`src/design/otp_fifo.sv`:
```
module otp_fifo #(
  parameter int W = 8,
  parameter int D = 4
) (
  input  logic         clk,
  input  logic         rst_n,
  input  logic         push,
  input  logic [W-1:0] wdata,
  input  logic         pop,
  output logic [W-1:0] rdata,
  output logic         full,
  output logic         empty
);

  localparam int PW = $clog2(D);

  logic [W-1:0]  ent_r [D];
  logic [PW-1:0] wp_r, rp_r;
  logic [PW:0]   cnt_r;

  assign full  = (cnt_r == (PW+1)'(D));
  assign empty = (cnt_r == '0);
  assign rdata = ent_r[rp_r];

  // payload slots
  always_ff @(posedge clk) begin
    if (push) begin
      ent_r[wp_r] <= wdata;
    end
  end

  // pointers and fill level
  always_ff @(posedge clk) begin
    if (!rst_n) begin
      wp_r  <= '0;
      rp_r  <= '0;
      cnt_r <= '0;
    end else begin
      if (push) begin
        wp_r <= (wp_r == PW'(D-1)) ? '0 : wp_r + 1'b1;
      end
      if (pop) begin
        rp_r <= (rp_r == PW'(D-1)) ? '0 : rp_r + 1'b1;
      end
      if (push && !pop) begin
        cnt_r <= cnt_r + 1'b1;
      end else if (pop && !push) begin
        cnt_r <= cnt_r - 1'b1;
      end
    end
  end

endmodule

```
`config.mk`:
```
export PLATFORM = sky130hd
export DESIGN_NAME = otp_fifo
export DESIGN_NICKNAME = d
export VERILOG_FILES = /design/src/design/otp_fifo.sv
export SDC_FILE = /design/constraint.sdc
export NUM_CORES = 1
export LEC_CHECK = 0
export ABC_CLOCK_PERIOD_IN_PS = 3700
export BUFFER_PORTS_ARGS = -buffer_cell sky130_fd_sc_hd__buf_2
export CORE_MARGIN = 1
export CORE_UTILIZATION = 40
export DETAILED_ROUTE_END_ITERATION = 8
export PLACE_DENSITY = 0.67
export SETUP_SLACK_MARGIN = 0.5
export SLEW_MARGIN = 0
export SYNTH_ARGS = -nofsm -noshare
export SYNTH_HDL_FRONTEND = slang
export SYNTH_SLANG_ARGS = --single-unit
```
`constraint.sdc`:
```
create_clock -name clk -period 3.7 [get_ports clk]
set_input_delay 0.74 -clock clk [delete_from_list [all_inputs] [get_ports clk]]
set_output_delay 0.74 -clock clk [all_outputs]
set_load 0.03 [all_outputs]
```
==> Word-level counts from Yosys, hierarchy flattened <==
Memory sizes are Yosys's and may differ from the RTL's. A register that Yosys moved wholly into a read port is not among the register bits.
Cells that the tools add are included.
{ "classes": {"addsub": 4, "n_eq_ne": 3, "mux": 8, "reduce_logical": 6} }
{ "ops": {"columns": ["op", "count"], "rows": [
  ["$mux 2", 4],
  ["$mux 3", 2],
  ["$add 2x1->2 const B", 2],
  ["$eq 2x2->1 const B", 2],
  ["$add 3x1->3 const B", 1],
  ["$eq 3x3->1 const B", 1],
  ["$logic_not 3->1", 1],
  ["$sub 3x1->3 const B", 1],
  ["$logic_and 1x1->1", 2],
  ["$logic_not 1->1", 2],
  ["$mux 1", 2],
  ["$reduce_bool 2->1", 1]
]} }
{ "word_totals": {"regBits": 7, "mem_bits_rw": 32, "wordCells": 25, "n_memories": 1} }
{ "memory_table": {"columns": ["name", "words", "word_bits", "read_ports", "rd_clocked_by_memory_dff", "wr", "line_no", "text"], "rows": [
  ["ent_r", 4, 8, 1, 1, 1, "17", "logic [W-1:0] ent_r [D];"]
]} }

==> Depth between registers and ports, before layout <==
{ "logic_depth": {"ltp_word": 4, "depth_mapped": 7} }

==> Least setup slack after synthesis <==
No wires, ideal clock.
{ "synth_path": {"kind": "input-to-reg", "start": "input port pop", "end": "register cnt_r[2]", "setup_time_ns": 0.070, "t_arrival_ns": 1.933, "slack_ns": 1.697, "stages": 7, "cell_sequence": "inv_1 > ha_1 > inv_1 > fa_1 > xor2_1 > or3_1 > a21boi_1"} }
{ "synth_between": {"elab_chain_len": 3, "elab_cells_between_ends": 5} }
{ "synth_rtl": {"columns": ["element", "line_no", "text"], "rows": [
  ["from (decl)", "9", "input logic pop,"],
  ["$logic_not 1->1", "45", "if (push && !pop) begin"],
  ["$logic_and 1x1->1", "45", null],
  ["$mux 3 / $reduce_bool 2->1 (equally long branches)", null, null],
  ["to (signal assigned)", "46", "cnt_r <= cnt_r + 1'b1;"],
  ["to (signal assigned)", "48", "cnt_r <= cnt_r - 1'b1;"],
  ["to (decl)", "19", "logic [PW:0] cnt_r;"]
]} }
Several ways; a longest one is shown, not always the timed one.
A chain may end at the register's enable or synchronous reset.

==> metrics.cfg <==
[power_and_ir_drop]
p_per_area_mw_per_mm2=511
p_leak_nw=0.675
peakVddDrop_v=0.000296

[synth]
synth_warnings=0
synth_nets=105
synthCells=86
synthDistinctLibCells=20
syn_avg_cell_area_um2=18.8
synth-seq-area-share_pct=70.6
synth-seq-cells=41
netlist_area_mm2=0.00162

[final_layout]
syn2layout_area_growth_pct=14.3
antenna_cells=0
mostFrequentLayoutCell=edfxtp_1
final_cell_mix=edfxtp_1 (32), buf_2 (21), dfxtp_1 (9), mux4_2 (8), ha_1 (6)
layout-drive-gt1-share_pct=31.0
nets=131
instances_no_fill=161
fillers=325

[worst_setup_path]
crit_fanout=8
cp-end-kind=output pin
rr_worst_depth=4
critPathRequiredTime_ns=2.96
regToRegSetupSlack_ns=2.22
critical_path_class=reg -> out
cp-start-kind=register
r2r_start=cnt_r[0]
worstPathArrival_ns=1.71
r2r-end=cnt_r[2]

[drt]
drt_iter0_drc=32
dr_total_vias=804
totalWireLength_um=2510
vias_per_cell=4.99
drt-pass1-iter-count=3
wire_per_inst_um=15.6
postRouteAntennaNets=0
drc_errors=0

[place]
dp.cells=153
dp.final_hpwl_um=1760
io_buffers=21
gp_congestion=0.629

[sta]
fin_setup_tns_ns=0
hold_viol=0
max_freq_mhz=409
slew_violations=0
rsz0062_at_grt=no
setup_viol=0
fin_crit_sh_pct=66.1
period_minus_slack_ns=2.45
slew-limit-headroom_pct=63.9
worst_pin_slew_ns=0.541
skew_ns=0.0115

[floorplan]
initial_core_util_pct=42.8
dieWidth_um=65.5
die_y_um=65.5
die-area_mm2=0.00430
row_count=22
fp.coreArea_mm2=0.00377
ios=22

[cts]
postCtsSetupBuffers=0
root_buffer=clkbuf_8
clk_latency_ns=0.29
ctsResizeCount=0
path_clk_slew_ns=0.07
clockBufferDepth=2
tritoncts=done
cts.sinks=41
numCtsBuffers=5
htreeDepth=2
postCtsHoldBufs=0

[global_routing]
grt-ovfl-total=0
grt_pass1_wl_um=4220
grt_max_degree=13
grt_antenna_before_repair=0
grt_pass1_vias=864
grtUsageTotal_pct=14.2
grt-busiest-layer=met2
met2_usage_pct=22.2
met1_usage_pct=17.1
met3_usage_pct=6.77

[run]
drv_cap=0

[min_path]
hold_class=reg -> reg
min_to=cnt_r[2]
worstHoldStart=cnt_r[2]
hold_depth=2

[outcome]
status=finished, final reports clean

-- area by class of cell --
cell class / instances / area, um2 / area share, %
clock inverters: 3 / 12.5 / 0.678
multi-input cells: 39 / 443 / 24.0
well taps: 48 / 60.1 / 3.25
clock buffers: 5 / 68.8 / 3.73
repair buffers: 21 / 105 / 5.69
inverters: 4 / 15.0 / 0.814
flip-flops and latches: 41 / 1140 / 61.8
-- cells in the mapped netlist --
cell type  instances  area share, %
a21boi_1           1           0.46
and2_1             5            1.9
buf_6              1           0.70
clkbuf_2           1           0.31
dfxtp_1            9             11
edfxtp_1          32             59
fa_1               1            1.2
ha_1               6            4.6
inv_1              4           0.93
mux2i_1            4            2.5
mux4_2             8             11
nor2_1             1           0.23
nor2b_1            5            1.9
nor3_1             2           0.62
nor3b_1            1           0.46
o21a_1             1           0.46
o21ai_0            1           0.31
or3_1              1           0.39
xnor2_1            1           0.54
xor2_1             1           0.54
-- logic make-up after synthesis --
family	after synthesis	synth area share, %
adders and majority gates	7	5.89
xor gates and xnor gates	2	1.08
DFF	41	70.6
AOI/OAI and AO/OA	3	1.24
muxes	12	13.6
buffers and inverters	6	1.94
and+or+nand+nor	15	5.58
-- where the power goes --
part	switching, mW	internal [mW]
Combinational	0.0747	0.0540
Sequential	0.0202	0.524
Clock	0.144	0.127
Total	0.239	0.705
-- metrics by stage --
stage | worst slack (ns) | area [um2] | total power, mW | hold WS, ns | util, %
finish | 1.25 | 1850 | 0.943 | 0.502 | 48.9
global route | 1.12 | 1850 | 0.988 | 0.541 | 48.9
CTS | 1.16 | 1850 | 0.953 | 0.513 | 48.9
detailed placement | 1.46 | 1760 | 0.687 | 0.498 | 46.8
global placement | 1.49 | 1760 | 0.679 | 0.482 | 46.8
floorplan | 1.70 | 1620 | 0.645 | 0.465 | -
-- routing by layer --
layer	vias to the layer above	wire length, um
li1	377	-
met1	404	1090
met2	21	1240
met3	2	164
met4	0	14
met5	-	0
-- registers in the layout (all words and copies together) (netlist names), named ones only --
name,cells
ent_r,32
cnt_r,3
rp_r,2
wp_r,2
-- worst max path at each step --
| stage | from | endpoint | slack, ns | cells past startpoint |
|---|---|---|---|---|
| global route | register | rdata[4] | 1.12 | 2 |
| global placement | pop | cnt_r[2] | 1.49 | 8 |
| finish | register | rdata[7] | 1.25 | 2 |
| floorplan | pop | cnt_r[2] | 1.70 | 7 |
| CTS | register | rdata[1] | 1.16 | 2 |
| detailed placement | pop | cnt_r[2] | 1.46 | 8 |
-- worst max-delay path: stages (launching register included) --
cell and delay, ns:
dfxtp_1 0.66, mux4_2 0.57, buf_2 0.19
(Power assumes the default switching activity.)
