--- src/design/otp_pkg.sv ---
package otp_pkg;

  // byte codes seen by the parser
  localparam logic [7:0] CH_NL    = 8'd10;
  localparam logic [7:0] CH_TAB   = 8'd9;
  localparam logic [7:0] CH_VT    = 8'd11;
  localparam logic [7:0] CH_FF    = 8'd12;
  localparam logic [7:0] CH_CR    = 8'd13;
  localparam logic [7:0] CH_SP    = 8'd32;
  localparam logic [7:0] CH_HASH  = 8'h23;
  localparam logic [7:0] CH_MINUS = 8'h2d;
  localparam logic [7:0] CH_DOT   = 8'h2e;
  localparam logic [7:0] CH_SLASH = 8'h2f;
  localparam logic [7:0] CH_ZERO  = 8'd48;
  localparam logic [7:0] CH_NINE  = 8'd57;
  localparam logic [7:0] CH_V     = 8'h76;
  localparam logic [7:0] CH_F     = 8'h66;

  // line parser modes
  typedef enum logic [5:0] {
    M_START   = 6'b000001,
    M_AFTER_V = 6'b000010,
    M_AFTER_F = 6'b000100,
    M_VERTEX  = 6'b001000,
    M_FACE    = 6'b010000,
    M_SKIP    = 6'b100000
  } mode_t;

  // back end sequencer
  typedef enum logic [4:0] {
    B_IDLE = 5'b00001,
    B_DIV  = 5'b00010,
    B_PAD  = 5'b00100,
    B_GATH = 5'b01000,
    B_EMIT = 5'b10000
  } bstate_t;

  // control part of one queued work item
  typedef struct packed {
    logic       has_coord;
    logic       neg;
    logic [2:0] fpos;
    logic [1:0] slot;
    logic       do_end;
    logic [1:0] pad_from;
    logic       is_tri;
    logic       bad;
  } ent_ctl_t;

  localparam int CTL_W = $bits(ent_ctl_t);

  // powers of ten for the kept fraction digits
  function automatic logic [31:0] pow10(input logic [2:0] k);
    logic [31:0] p;
    case (k)
      3'd0: p = 32'd1;
      3'd1: p = 32'd10;
      3'd2: p = 32'd100;
      3'd3: p = 32'd1000;
      3'd4: p = 32'd10000;
      3'd5: p = 32'd100000;
      3'd6: p = 32'd1000000;
      default: p = 32'd10000000;
    endcase
    return p;
  endfunction

endpackage

--- src/design/otp_front.sv ---
module otp_front #(
  parameter int MAX_VERTICES = 4096,
  parameter int FRAC_DIGITS  = 6,
  parameter int FRAC_BITS    = 16
) (
  input  logic                                       clk,
  input  logic                                       rst_n,
  input  logic                                       take,
  input  logic [7:0]                                 ch,
  input  logic                                       last,
  output logic                                       push,
  output otp_pkg::ent_ctl_t                          ctl,
  output logic [30-FRAC_BITS:0]                      ival,
  output logic [$clog2(10**FRAC_DIGITS)-1:0]         fval,
  output logic [$clog2(3*MAX_VERTICES+1)-1:0]        base,
  output logic [$clog2(MAX_VERTICES+2)-1:0]          idx0,
  output logic [$clog2(MAX_VERTICES+2)-1:0]          idx1,
  output logic [$clog2(MAX_VERTICES+2)-1:0]          idx2
);
  import otp_pkg::*;

  localparam int IB    = 31 - FRAC_BITS;
  localparam int FW    = $clog2(10**FRAC_DIGITS);
  localparam int CW    = $clog2(3*MAX_VERTICES+1);
  localparam int VW    = $clog2(MAX_VERTICES+1);
  localparam int IW    = $clog2(MAX_VERTICES+2);
  localparam logic [IB+3:0] INT_SAT = (IB+4)'((2**IB) - 1);
  localparam logic [IW+3:0] IDX_SAT = (IW+4)'(MAX_VERTICES + 1);

  mode_t          mode_r, mode_nxt;
  logic           neg_r, neg_nxt;
  logic [IB-1:0]  iacc_r, iacc_nxt;
  logic [FW-1:0]  facc_r, facc_nxt;
  logic [2:0]     fpos_r, fpos_nxt;
  logic           dig_r, dig_nxt, frc_r, frc_nxt, slh_r, slh_nxt;
  logic [IW-1:0]  xacc_r, xacc_nxt;
  logic [IW-1:0]  pc0_r, pc0_nxt, pc1_r, pc1_nxt;
  logic [1:0]     ccnt_r, ccnt_nxt;
  logic [1:0]     lcn_r, lcn_nxt;
  logic [CW-1:0]  ccount_r, ccount_nxt;
  logic [VW-1:0]  vcnt_r, vcnt_nxt;

  // byte classification
  logic       is_nl, is_sep, is_digit, do_end, full;
  logic [3:0] dval;

  assign is_nl    = (ch == CH_NL);
  assign is_sep   = (ch == CH_SP) || (ch == CH_TAB) || (ch == CH_CR) ||
                    (ch == CH_VT) || (ch == CH_FF);
  assign is_digit = (ch >= CH_ZERO) && (ch <= CH_NINE);
  assign dval     = ch[3:0];
  assign do_end   = is_nl || last;
  assign full     = (vcnt_r == VW'(MAX_VERTICES));

  // per byte parse step
  always_comb begin
    logic          close_req, face_req, slash_push, push_go;
    logic [IW-1:0] push_val, tri_c;
    logic [IB+3:0] it;
    logic [FW+3:0] ft;
    logic [IW+3:0] xt;
    close_req  = 1'b0;
    face_req   = 1'b0;
    slash_push = 1'b0;
    push_go    = 1'b0;
    push_val   = '0;
    tri_c      = '0;
    it = (IB+4)'(iacc_r) * (IB+4)'(10) + (IB+4)'(dval);
    ft = (FW+4)'(facc_r) * (FW+4)'(10) + (FW+4)'(dval);
    xt = (IW+4)'(xacc_r) * (IW+4)'(10) + (IW+4)'(dval);

    mode_nxt   = mode_r;
    neg_nxt    = neg_r;
    iacc_nxt   = iacc_r;
    facc_nxt   = facc_r;
    fpos_nxt   = fpos_r;
    dig_nxt    = dig_r;
    frc_nxt    = frc_r;
    slh_nxt    = slh_r;
    xacc_nxt   = xacc_r;
    pc0_nxt    = pc0_r;
    pc1_nxt    = pc1_r;
    ccnt_nxt   = ccnt_r;
    lcn_nxt    = lcn_r;
    ccount_nxt = ccount_r;
    vcnt_nxt   = vcnt_r;

    push = 1'b0;
    ctl  = '0;
    ival = iacc_r;
    fval = facc_r;
    base = ccount_r;
    idx0 = pc0_r;
    idx1 = pc1_r;
    idx2 = '0;

    // character within the line
    if (!is_nl) begin
      case (mode_r)
        M_START: begin
          mode_nxt = (ch == CH_V) ? M_AFTER_V : (ch == CH_F) ? M_AFTER_F : M_SKIP;
        end
        M_AFTER_V: begin
          mode_nxt = (ch == CH_SP || ch == CH_TAB) ? M_VERTEX : M_SKIP;
        end
        M_AFTER_F: begin
          mode_nxt = (ch == CH_SP || ch == CH_TAB) ? M_FACE : M_SKIP;
        end
        M_VERTEX: begin
          if (ch == CH_HASH) begin
            close_req = 1'b1;
            mode_nxt  = M_SKIP;
          end else if (is_sep) begin
            close_req = 1'b1;
          end else if (ch == CH_MINUS) begin
            if (!dig_r && !frc_r && !slh_r) neg_nxt = 1'b1;
          end else if (ch == CH_DOT) begin
            frc_nxt = 1'b1;
          end else if (is_digit) begin
            dig_nxt = 1'b1;
            if (frc_r) begin
              if (fpos_r < 3'(FRAC_DIGITS)) begin
                facc_nxt = FW'(ft);
                fpos_nxt = fpos_r + 1'b1;
              end
            end else begin
              iacc_nxt = ((IB+4)'(iacc_r) > INT_SAT || it > INT_SAT) ?
                         IB'(INT_SAT) : IB'(it);
            end
          end
        end
        M_FACE: begin
          if (ch == CH_HASH) begin
            face_req = 1'b1;
            mode_nxt = M_SKIP;
          end else if (is_sep) begin
            face_req = 1'b1;
          end else if (ch == CH_SLASH) begin
            if (!slh_r) slash_push = 1'b1;
          end else if (is_digit && !slh_r) begin
            dig_nxt  = 1'b1;
            xacc_nxt = ((IW+4)'(xacc_r) > IDX_SAT || xt > IDX_SAT) ?
                       IW'(IDX_SAT) : IW'(xt);
          end
        end
        default: mode_nxt = M_SKIP;
      endcase
    end

    // line end closes whatever number is open
    if (do_end && mode_nxt == M_VERTEX) close_req = 1'b1;
    if (do_end && mode_nxt == M_FACE)   face_req  = 1'b1;

    // index push from a slash or a separator
    if (slash_push) begin
      push_go  = dig_nxt;
      push_val = xacc_nxt;
      dig_nxt  = 1'b0;
      xacc_nxt = '0;
      slh_nxt  = 1'b1;
    end else if (face_req) begin
      push_go  = dig_nxt && !slh_nxt;
      push_val = xacc_nxt;
      dig_nxt  = 1'b0;
      xacc_nxt = '0;
      slh_nxt  = 1'b0;
    end
    if (push_go) begin
      if (ccnt_r == 2'd2) begin
        tri_c      = push_val;
        ctl.is_tri = 1'b1;
        ctl.bad    = (pc0_r == '0) || (pc0_r > IW'(vcnt_r)) ||
                     (pc1_r == '0) || (pc1_r > IW'(vcnt_r)) ||
                     (tri_c == '0) || (tri_c > IW'(vcnt_r));
        idx2       = tri_c;
        ccnt_nxt   = 2'd0;
      end else begin
        if (ccnt_r == 2'd0) pc0_nxt = push_val;
        else                pc1_nxt = push_val;
        ccnt_nxt = ccnt_r + 1'b1;
      end
    end

    // coordinate close
    if (close_req) begin
      if (dig_nxt && lcn_r != 2'd3) begin
        ctl.has_coord = !full;
        ctl.neg       = neg_nxt;
        ctl.fpos      = fpos_nxt;
        ctl.slot      = lcn_r;
        ival          = iacc_nxt;
        fval          = facc_nxt;
        lcn_nxt       = lcn_r + 1'b1;
      end
      neg_nxt  = 1'b0;
      iacc_nxt = '0;
      facc_nxt = '0;
      fpos_nxt = '0;
      dig_nxt  = 1'b0;
      frc_nxt  = 1'b0;
    end

    // line end commits the vertex
    if (do_end) begin
      if (lcn_nxt != 2'd0 && !full) begin
        ctl.do_end   = 1'b1;
        ctl.pad_from = lcn_nxt;
        ccount_nxt   = ccount_r + CW'(3);
        vcnt_nxt     = vcnt_r + 1'b1;
      end
      lcn_nxt  = '0;
      ccnt_nxt = '0;
      neg_nxt  = 1'b0;
      iacc_nxt = '0;
      facc_nxt = '0;
      fpos_nxt = '0;
      dig_nxt  = 1'b0;
      frc_nxt  = 1'b0;
      slh_nxt  = 1'b0;
      xacc_nxt = '0;
      mode_nxt = M_START;
    end

    push = take && (ctl.has_coord || ctl.do_end || ctl.is_tri);
  end

  // parser state
  always_ff @(posedge clk) begin
    if (!rst_n) begin
      mode_r   <= M_START;
      neg_r    <= 1'b0;
      iacc_r   <= '0;
      facc_r   <= '0;
      fpos_r   <= '0;
      dig_r    <= 1'b0;
      frc_r    <= 1'b0;
      slh_r    <= 1'b0;
      xacc_r   <= '0;
      pc0_r    <= '0;
      pc1_r    <= '0;
      ccnt_r   <= '0;
      lcn_r    <= '0;
      ccount_r <= '0;
      vcnt_r   <= '0;
    end else if (take) begin
      mode_r   <= mode_nxt;
      neg_r    <= neg_nxt;
      iacc_r   <= iacc_nxt;
      facc_r   <= facc_nxt;
      fpos_r   <= fpos_nxt;
      dig_r    <= dig_nxt;
      frc_r    <= frc_nxt;
      slh_r    <= slh_nxt;
      xacc_r   <= xacc_nxt;
      pc0_r    <= pc0_nxt;
      pc1_r    <= pc1_nxt;
      ccnt_r   <= ccnt_nxt;
      lcn_r    <= lcn_nxt;
      ccount_r <= ccount_nxt;
      vcnt_r   <= vcnt_nxt;
    end
  end

endmodule

--- config.mk ---
export PLATFORM = sky130hd
export DESIGN_NAME = otp_front
export DESIGN_NICKNAME = d
export VERILOG_FILES = /design/src/design/otp_pkg.sv /design/src/design/otp_front.sv
export SDC_FILE = /design/constraint.sdc
export NUM_CORES = 1
export LEC_CHECK = 0
export ABC_AREA = 1
export BUFFER_PORTS_ARGS = -buffer_cell sky130_fd_sc_hd__buf_2
export CAP_MARGIN = 25
export CORE_UTILIZATION = 35
export DETAILED_ROUTE_END_ITERATION = 8
export GPL_TIMING_DRIVEN = 0
export PLACE_DENSITY = 0.57
export SETUP_SLACK_MARGIN = 0.15
export SYNTH_ARGS = -nofsm -noshare
export SYNTH_HDL_FRONTEND = slang
export SYNTH_SLANG_ARGS = --single-unit
--- constraint.sdc ---
create_clock -name clk -period 15.2 [get_ports clk]
set_clock_uncertainty 0.15 [all_clocks]
set_input_delay 3.8 -clock clk [delete_from_list [all_inputs] [get_ports clk]]
set_output_delay 3.8 -clock clk [all_outputs]
set_load 0.005 [all_outputs]
# Word level (Yosys, flattened, before mapping)

Cells that the tools add are included.

$mul: 3
Reductions and logical operators: 43
Bitwise logic cells: 2
Order comparisons: 9
Mux-type cells: 121
Equality and inequality tests: 26
Add/subtract/negate cells: 8

Operators by type and width:

| operator                | count |
|---|---|
| $mux W20                | 13 |
| $mux W15                | 13 |
| $mux W13                | 14 |
| $mux W1                 | 49 |
| $mux W6                 | 7 |
| $eq A8 B4 Y1 const B    | 5 |
| $eq A8 B6 Y1 const B    | 5 |
| $gt A13 B13 Y1          | 3 |
| $logic_not A13 Y1       | 3 |
| $mux W3                 | 13 |
| $pmux W6 S4             | 1 |
| $add A20 B4 Y20         | 1 |
| $mul A20 B3 Y19 const B | 1 |
| $add A19 B4 Y19         | 1 |
| $gt A19 B15 Y1 const B  | 1 |
| $mul A15 B3 Y18 const B | 1 |
| $add A17 B4 Y17         | 1 |
| $gt A17 B13 Y1 const B  | 1 |
| $eq A8 B7 Y1 const B    | 2 |
| $mul A13 B3 Y16 const B | 1 |
| $mux W2                 | 8 |
| $add A14 B2 Y14 const B | 1 |
| $mux W7                 | 2 |
| $add A13 B1 Y13 const B | 1 |
| 29 further kinds        | 64 |

Input port bits: 12
Register bits: 118
Output and inout bits: 101
Logic and storage cells: 227

# Depth between registers and ports, before layout

Depth after elaboration: 22
Depth in mapped cells: 34
Gate-level depth less buffers: 33

# Least setup slack after synthesis

Ideal clock, no wire load.

Path type: input to output
Start: input port ch[1]
End: output port ctl[0] (netlist bit)
Path buffers: 1
Path slack: 4.408 ns
Required time: 11.250 ns
Arrival time: 6.842 ns
Stages: 30
Cells stage by stage: ha_1 -> fa_1 -> nand2_1 -> nand2_1 -> nand2_1 -> nor2_2 -> nand2_1 -> nor2_2 -> nand3_2 -> nor2_4 -> inv_1 -> nand2_1 -> nand3_1 -> nand2_2 -> buf_6 -> nand4_2 -> nand2_1 -> nand2_2 -> inv_1 -> ha_1 -> nand2_1 -> o21ai_0 -> a21oi_1 -> o21bai_1 -> a21oi_1 -> o21ai_0 -> nand3_1 -> a21oi_1 -> nor2_1 -> a21oi_1

RTL lines:

| what            | line            | source |
|---|---|---|
| start, declared | otp_front.sv:9  | `input logic [7:0] ch,` |
| end, declared   | otp_front.sv:12 | `output otp_pkg::ent_ctl_t ctl,` |

==> run metrics <==
buffer type at the clock tree root clkbuf_16; sequential-to-total area share from yosys stat 0.202; die area 34100 um^2; first-pass GRT wire length 59300 um; Post-Synth Simple-Gate Area 0.350; Die Wd 185 um; leakage 6.34 nW; actual slew at the worst max-slew pin 0.993 ns; TritonCTS Sinks 118; Syn Area/Cell 6.68 um^2; DRC viols 0; met3 Usage GRT 0.0269; Synth async-reset ratio 0; Worst setup SP type input pin; slowest stage cell, crit path o21bai_1; # setup viols final 0; Syn Inst Count 1749; Min Hold Slack 0.321 ns; routed vias 12000; final worst slack 3.43 ns; Period minus WS final 11.77 ns; status complete, no violations; number of nets with antenna violations after routing 0; number of DRC markers in iteration 0 895; TritonCTS clock tree built; mux cell area share after synthesis 0.00257; Slew headroom 0.338; hpwl dp 29800 um; VDD IR-drop max 67.1 uV; Crit path top cell by count nand2_1; commonest non-fill, non-tap cell in the layout nand2_1; Final Hold Vio Count 0; Pins Over Slew Limit 0; Die Y 185 um; max_cap viols 0; Ports 113; Hold Path Class reg -> reg; clock-pin slew on the worst setup and hold paths 0.06 ns; pre-CTS setup slack 3.46 ns; cts hold-fix bufs 0; Synth cell types 60; post-synthesis net count 1900; number of synthesized register bits 118; Critical Path RT 11.25 ns; htree depth 4; CTS Buf Count 17; P&R area growth vs syn 14.5%; final wirelength 37500 um; vias in the first global route 11100; busiest layer in global routing met2; DRT Pass-1 Iters 8; top_reg_cell synth dfxtp_1; initial antenna violation count 0; layout cells sized above 1 0.171; Avg WL per Cell 16.1 um; CTS Buffer Depth 2; Pwr per Cell Area 56.7 nW/um^2; Critical Path AT 7.82 ns; Cell Area, Synth 11700 um^2; Overflow after GRT 0; initial core utilization 0.357; most frequent cells in the layout 413 x nand2_1, 182 x a21oi_1, 178 x inv_1; core area 32700 um^2; Clk Latency, worst-skew pair 0.43 ns; largest net degree at the start of global routing 17; f_max 85.0 MHz; met1 usage 0.305; Crit Path Category in -> out; adder-cell area share of the yosys netlist 0.153; EDFF count, synth 0; setup TNS 0 ns; largest family of logic cells by synthesized area simple AND/OR/NAND/NOR gates; post-CTS setup buffers 0; Critical Path End Type output pin; Synth Area in XOR/XNOR 0.0523; warning count from the yosys run 0; Final #Nets 2030; vias per cell 5.15; Resized cells post-CTS 0; critical path fanouts, max 8; RSZ-0062 raised after global routing false; fin crit share 0.774; Port Buffer Count 111; slowest stage delay, CP 0.46 ns; Rows 66; GPL Wtd Cong 0.915; met2 Use GR 0.358; post-synthesis compound-gate area fraction 0.151; GRT Overall Usage 0.224; final core utilization 0.409
## Yosys cell counts (all sizes together) (9+ instances only)
library cell / n / area [um^2]
clkbuf: 34 / 129
buf: 23 / 170
xnor2: 16 / 148
xor2: 53 / 464
or2: 24 / 150
nor2: 151 / 659
inv: 196 / 741
a21oi: 203 / 1090
ha: 133 / 1660
dfxtp: 118 / 2360
nor3: 34 / 208
nand3: 134 / 821
nor4: 9 / 62.6
nand4: 49 / 378
o21ai: 75 / 387
nand2: 441 / 1740
## logic make-up after synthesis
group,Yosys count
mux,3
simple gates,852
flops,118
fa+ha+maj,139
xor+xnor,69
buf+inv,254
compound gates,314
## registers in the layout (all words and copies together) (netlist names)
name    cells
facc_r     20
iacc_r     15
base       14
idx0       13
idx1       13
vcnt_r     13
xacc_r     13
mode_r      6
fpos_r      3
ccnt_r      2
lcn_r       2
dig_r       1
frc_r       1
neg_r       1
slh_r       1
## critical path, delay by kind of cell
kind / cells / cell delay (ns)
buffers and inverters: 3 / 0.50
AOI/OAI and AO/OA: 7 / 1.03
and+or+nand+nor: 16 / 1.77
adders and majority gates: 3 / 0.69
## where the power goes
group / internal [mW] / switching [mW]
Combinational: 0.00701 / 0.0273
Clock: 0.250 / 0.164
Sequential: 0.310 / 0.000470
## area by class of cell
| class | count | area (um^2) |
|---|---|---|
| repair buffers | 111 | 556 |
| diodes | 1 | 2.50 |
| plain buffers | 57 | 299 |
| inverters | 197 | 744 |
| well taps | 442 | 553 |
| multi-input cells | 1377 | 8280 |
| clock inverters | 11 | 125 |
| clock buffers | 21 | 460 |
| flip-flops and latches | 118 | 2360 |
| fillers | 3545 | 19300 |
## final timing paths
check / cells after the start / end / start / slack [ns]
setup / recovery: 29 / ctl[0] / ch[1] / 3.43
hold / removal: 2 / vcnt_r[12] / vcnt_r[12] / 0.32
setup reg to reg: 19 / idx0[3] / xacc_r[3] / 11.16
hold reg to reg: 2 / vcnt_r[12] / vcnt_r[12] / 0.32
## per-stage QoR
step | area [um^2] | power [mW] | std cells
2_1_floorplan | 11700 | 0.337 | 1749
3_5_place_dp | 12800 | 0.351 | 2302
5_1_grt | 13400 | 0.781 | 2334
4_1_cts | 13400 | 0.761 | 2334
3_3_place_gp | 12800 | 0.351 | 2302
6_report | 13400 | 0.759 | 2335
## routing by layer
metal / up-vias / part of all wire
met5: - / 0
met3: 60 / 0.046
met1: 5570 / 0.47
met4: 0 / 0.032
li1: 6083 / -
met2: 314 / 0.45
Power figures use the tool's default switching activity.
